**src/rtl/qmr_pkg.sv**
```systemverilog
// Shared types and constants for the quaternion multiply and rotate block.
package qmr_pkg;

   localparam int unsigned QFRAC    = 12;
   localparam int unsigned NTERM    = 4;
   localparam int unsigned PIPE_LEN = 5;

   typedef logic signed [15:0] comp_type;
   typedef logic signed [16:0] opnd_type;
   typedef logic signed [33:0] prod_type;
   typedef logic signed [35:0] acc_type;
   typedef logic signed [23:0] rnd_type;

   localparam acc_type ROUND_HALF = 36'sd2048;
   localparam rnd_type CLIP_MAX   = 24'sd32767;
   localparam rnd_type CLIP_MIN   = -24'sd32768;

   typedef enum logic {
      CMD_PRODUCT = 1'b0,
      CMD_ROTATE  = 1'b1
   } cmd_type;

   typedef struct packed {
      logic     command;
      comp_type a_w;
      comp_type a_x;
      comp_type a_y;
      comp_type a_z;
      comp_type b_w;
      comp_type b_x;
      comp_type b_y;
      comp_type b_z;
   } req_type;

   typedef struct packed {
      comp_type r_w;
      comp_type r_x;
      comp_type r_y;
      comp_type r_z;
      logic     saturated;
   } rsp_type;

   typedef struct packed {
      opnd_type w;
      opnd_type x;
      opnd_type y;
      opnd_type z;
   } quat17_type;

   typedef struct packed {
      comp_type w;
      comp_type x;
      comp_type y;
      comp_type z;
   } quat_type;

   // Operands of one lane: four products, each optionally negated.
   typedef struct packed {
      opnd_type p0;
      opnd_type q0;
      opnd_type p1;
      opnd_type q1;
      opnd_type p2;
      opnd_type q2;
      opnd_type p3;
      opnd_type q3;
      logic [NTERM-1:0] neg;
   } lane_in_type;

   typedef struct packed {
      comp_type value;
      logic     clip;
   } lane_out_type;

   // Term signs per component: bit 0 is the first term.
   localparam logic [NTERM-1:0] NEG_W   = 4'b1110;
   localparam logic [NTERM-1:0] NEG_VEC = 4'b1000;

   function automatic opnd_type widen(input comp_type v);
      return {v[15], v};
   endfunction

   function automatic opnd_type negate(input comp_type v);
      return -{v[15], v};
   endfunction

endpackage

```
**src/rtl/qmr_merge.sv**
```systemverilog
// Output stage: pick the first or second product and, for a rotation, combine the clip flags.
module qmr_merge (
   input  logic              clock,
   input  qmr_pkg::quat_type t,
   input  logic              t_clip,
   input  qmr_pkg::quat_type r,
   input  logic              r_clip,
   input  logic              command,
   output qmr_pkg::rsp_type  rsp
);
   import qmr_pkg::*;

   quat_type t_d_ff [2];
   logic     t_clip_ff [2];
   rsp_type  rsp_ff;
   rsp_type  rsp_in;

   always_comb begin
      unique case (cmd_type'(command))
         CMD_ROTATE: begin
            rsp_in.r_w       = r.w;
            rsp_in.r_x       = r.x;
            rsp_in.r_y       = r.y;
            rsp_in.r_z       = r.z;
            rsp_in.saturated = t_clip_ff[1] | r_clip;
         end
         CMD_PRODUCT: begin
            rsp_in.r_w       = t_d_ff[1].w;
            rsp_in.r_x       = t_d_ff[1].x;
            rsp_in.r_y       = t_d_ff[1].y;
            rsp_in.r_z       = t_d_ff[1].z;
            rsp_in.saturated = t_clip_ff[1];
         end
         default: rsp_in = '0;
      endcase
   end

   // hold the first product until the second one lines up with it
   always_ff @(posedge clock) begin
      t_d_ff[0]    <= t;
      t_d_ff[1]    <= t_d_ff[0];
      t_clip_ff[0] <= t_clip;
      t_clip_ff[1] <= t_clip_ff[0];
      rsp_ff       <= rsp_in;
   end

   assign rsp = rsp_ff;

endmodule

```
**config.mk**
```make
export PLATFORM = sky130hd
export DESIGN_NAME = qmr_merge
export DESIGN_NICKNAME = d
export VERILOG_FILES = /design/src/rtl/qmr_pkg.sv /design/src/rtl/qmr_merge.sv
export SDC_FILE = /design/constraint.sdc
export NUM_CORES = 1
export LEC_CHECK = 0
export ABC_AREA = 1
export BUFFER_PORTS_ARGS = -buffer_cell sky130_fd_sc_hd__buf_2
export CAP_MARGIN = 10
export CORE_MARGIN = 4
export CORE_UTILIZATION = 35
export CTS_BUF_LIST = sky130_fd_sc_hd__clkbuf_16
export DETAILED_ROUTE_END_ITERATION = 7
export GPL_TIMING_DRIVEN = 0
export PLACE_DENSITY = 0.63
export SLEW_MARGIN = 20
export SYNTH_ARGS = -nofsm -noshare
export SYNTH_HDL_FRONTEND = slang
export SYNTH_SLANG_ARGS = --single-unit
```
**constraint.sdc**
```tcl
create_clock -name clock -period 0.8 [get_ports clock]
set_input_delay 0.16 -clock clock [delete_from_list [all_inputs] [get_ports clock]]
set_output_delay 0.16 -clock clock [all_outputs]
set_load 0.01 [all_outputs]
```
After elaboration in Yosys (flattened, before gate mapping) --
Memory sizes are Yosys's and may differ from the RTL's. Cells that the tools add are included.
Storage, ports and cells: register bits 65, RAM bits 130, input bits 132, output and inout bits 65, logic and storage cells 10, memories kept 2
Cells by class: multiplexer cells 1, bitwise operators 2
Memories:
- t_d_ff | words 2, width 64, rd ports 2, clocked after memory_dff 0, write ports 2, RTL line qmr_merge.sv:13 | quat_type t_d_ff [2];
- t_clip_ff | words 2, width 1, rd ports 2, clocked after memory_dff 0, write ports 2, RTL line qmr_merge.sv:14 | logic t_clip_ff [2];
Operators by type and width (number):
- 65-bit case mux with 2 select lines | 1
- 1-bit inverter | 1
- 1-bit OR | 1

Longest topological paths before layout --
depth after elaboration 2, gate-level depth with buffers 4, depth with buffers taken out 3

Least setup slack after synthesis --
No wires, ideal clock.
kind in2reg, from input port command, to register rsp_ff, in the netlist rsp[12], arrival time 0.493 ns, data required time 0.688 ns, setup slack 0.195 ns, stages on the path 4, cells stage by stage buf_6 -> buf_6 -> nand2_1 -> nand2_1
RTL lines:
- start: declaration | RTL line qmr_merge.sv:8 | input logic command,
- end signal: assignment | RTL line qmr_merge.sv:44 | rsp_ff <= rsp_in;
- end: declaration | RTL line qmr_merge.sv:15 | rsp_type rsp_ff;

Worst setup path after layout --
from register rsp_ff, in the netlist rsp[16], to output port rsp[16] in the netlist's numbering
RTL lines:
- end: declaration | RTL line qmr_merge.sv:9 | output qmr_pkg::rsp_type rsp
No word-level cell between the ends.

==> results.json <==
{
  "avgSynthCellArea_sq_um": 11.7,
  "tightestPinTransition_ps": 207,
  "violations": "negative setup slack",
  "worstPathRequired_ps": 640,
  "firstDrtPassIters": 6,
  "cpPeakStageDelay_ps": 330,
  "drive_above_1_share": 0.357,
  "fin_cells": 938,
  "path_max_fanout": 1,
  "end_kind": "output pin",
  "area_growth_pct": 69.9,
  "routedWlPerCell_um": 12.3,
  "cp_slowest_cell": "dfxtp_1",
  "fmax_mhz": 958,
  "slew_viol_final": 0,
  "setup_ws_ps": -244,
  "syn-num-nets": 536,
  "die_h_um": 124,
  "cts_buffer_depth": 2,
  "cts_tree": "built",
  "grt_pass1_wl_mm": 18.5,
  "totalWireLength_mm": 11.5,
  "drv_cap": 0,
  "gp_congestion": 0.769,
  "ant_nets": 0,
  "yosys.area_share.simple": 0.154,
  "coreArea_sq_um": 13200,
  "crit_family": "flip-flops",
  "overflow": 0,
  "clk_latency_ps": 410,
  "synth_compound_area_frac": 0,
  "worstPathArrival_ps": 880,
  "yosys_register_bits": 195,
  "fp.dieW_um": 124,
  "grt_max_degree": 17,
  "min_path_type": "input pin to register",
  "synthMuxAreaShare": 0,
  "synthesis.instances": 404,
  "antenna_found_initial": 1,
  "cts_made_buffers": 17,
  "synth_top_family_by_area": "simple AND/OR/NAND/NOR gates",
  "setup_viol": 65,
  "cp-start-kind": "register",
  "critPathKind": "register to output pin",
  "worstPathCellList": "buf_2",
  "final_cell_area_sq_um": 8060,
  "synthXorXnorAreaFrac": 0,
  "via_per_inst": 3.93,
  "max-slew-margin-rel": 0.862,
  "clkTransAtPathRegs_ps": 60,
  "yosysSeqAreaShare": 0.823,
  "place_area_sq_um": 5940,
  "post-dp-hpwl_mm": 7.05,
  "synth.distinct_cells": 6,
  "dp_cells": 776,
  "synth_fa_ha_area_frac": 0,
  "p_per_area_nw_per_um2": 2500,
  "grt_setup_unrepaired": "yes",
  "drtIter0Drc": 97,
  "port_buffers": 196,
  "min_period_ps": 1040,
  "final.period_utilization": 1.30,
  "final-hold-violation-count": 0,
  "grt_pass1_vias": 3798,
  "outcome": "finished, violations left",
  "cts-root-buf": "clkbuf_16",
  "netlist_area_sq_um": 4740,
  "nets": 881,
  "rows": 42,
  "cts.htree.levels": 4,
  "grt_use_total": 0.152,
  "ys_warn_count": 0,
  "fin_skew_ps": 4.81,
  "drcViolationCount": 0,
  "start_util": 0.358,
  "num_io_pins": 197,
  "dieArea_sq_um": 15500,
  "via_count": 3684,
  "irDropWorstVdd_v": 0.00141,
  "numClockSinks": 195,
  "leakage_nw": 3.96,
  "worst-path-buf-inv": 1
}
through the flow:
step	power [mW]	util	setup slack [ps]	hold slack (ps)	TNS, ps
floorplan	11.1	-	195	188	0
global placement	11.8	0.449	-125	263	-6920
detailed placement	11.8	0.449	-157	264	-7260
global route	21.0	0.609	-279	119	-15960
finish	20.1	0.609	-244	105	-13200
CTS	20.2	0.595	-258	94.9	-15270
cells in the mapped netlist:
master / n / area share
buf_6: 6 / 0.014
nand2_1: 194 / 0.15
buf_2: 7 / 0.0074
dfxtp_1: 195 / 0.82
inv_1: 1 / 0.00079
inv_2: 1 / 0.00079
final timing paths:
kind,from,end,slack [ps],depth (start not counted)
setup / recovery,rsp[16]$_DFF_P_,rsp[16],-240,1
hold / removal,command,rsp[1]$_DFF_P_,100,4
setup reg to reg,t_d_ff[0][82]$_DFF_P_,rsp[19]$_DFF_P_,270,2
hold reg to reg,t_d_ff[0][28]$_DFF_P_,t_d_ff[0][92]$_DFF_P_,320,0
placed cells by master, fill, tap and decap left out:
master,Yosys,layout
nand2_1,194,194
inv_2,1,1
clkinv_2,0,5
bufinv_16,0,2
clkinv_1,0,2
clkinv_4,0,1
dlygate4sd3_1,0,130
inv_1,1,3
dfxtp_1,195,160
clkbuf_16,0,17
dfxtp_2,0,35
buf_6,6,41
diode_2,0,1
buf_2,7,168
clkinvlp_4,0,2
power breakdown:
part	leakage [nW]	switching (mW)	internal, mW
sequential	1.65	0.172	10.4
clock	0.276	3.31	4.51
combinational	2.04	0.691	1.11
layout make-up:
type | count | area, sq um
buffer | 13 | 103
inverter | 2 | 7.51
timing repair buffer | 326 | 2500
clock buffer | 17 | 425
multi-input combinational | 194 | 728
sequential | 195 | 3950
fill | 1015 | 5180
antenna | 1 | 2.50
clock inverter | 14 | 124
tap | 176 | 220
state kept, by name, summed over array words and instances (netlist names):
name and flops:
rsp 65, t_clip_ff 2, t_d_ff 128
cells by family (layout without fill, tap and decap cells):
| kind of cell | count (synthesis) | count (layout) |
|---|---|---|
| buffers and inverters | 15 | 372 |
| flip-flops | 195 | 195 |
| other | 0 | 1 |
| AND/OR/NAND/NOR | 194 | 194 |
layer usage:
metal | GRT usage | routed length [um] | vias up
li1 | - | - | 1905
met1 | 0.159 | 4500 | 1619
met2 | 0.269 | 6040 | 145
met3 | 0.0557 | 738 | 15
met4 | 0.0703 | 244 | 0
met5 | 0 | 0 | -
repair_timing:
item,4_1_cts,5_1_grt
hold endpoints to repair,130,0
buffers inserted,0,0
hold buffers,130,0
endpoints found under the setup margin,65,65
gates resized for setup,26,46
(Power assumes the default switching activity.)
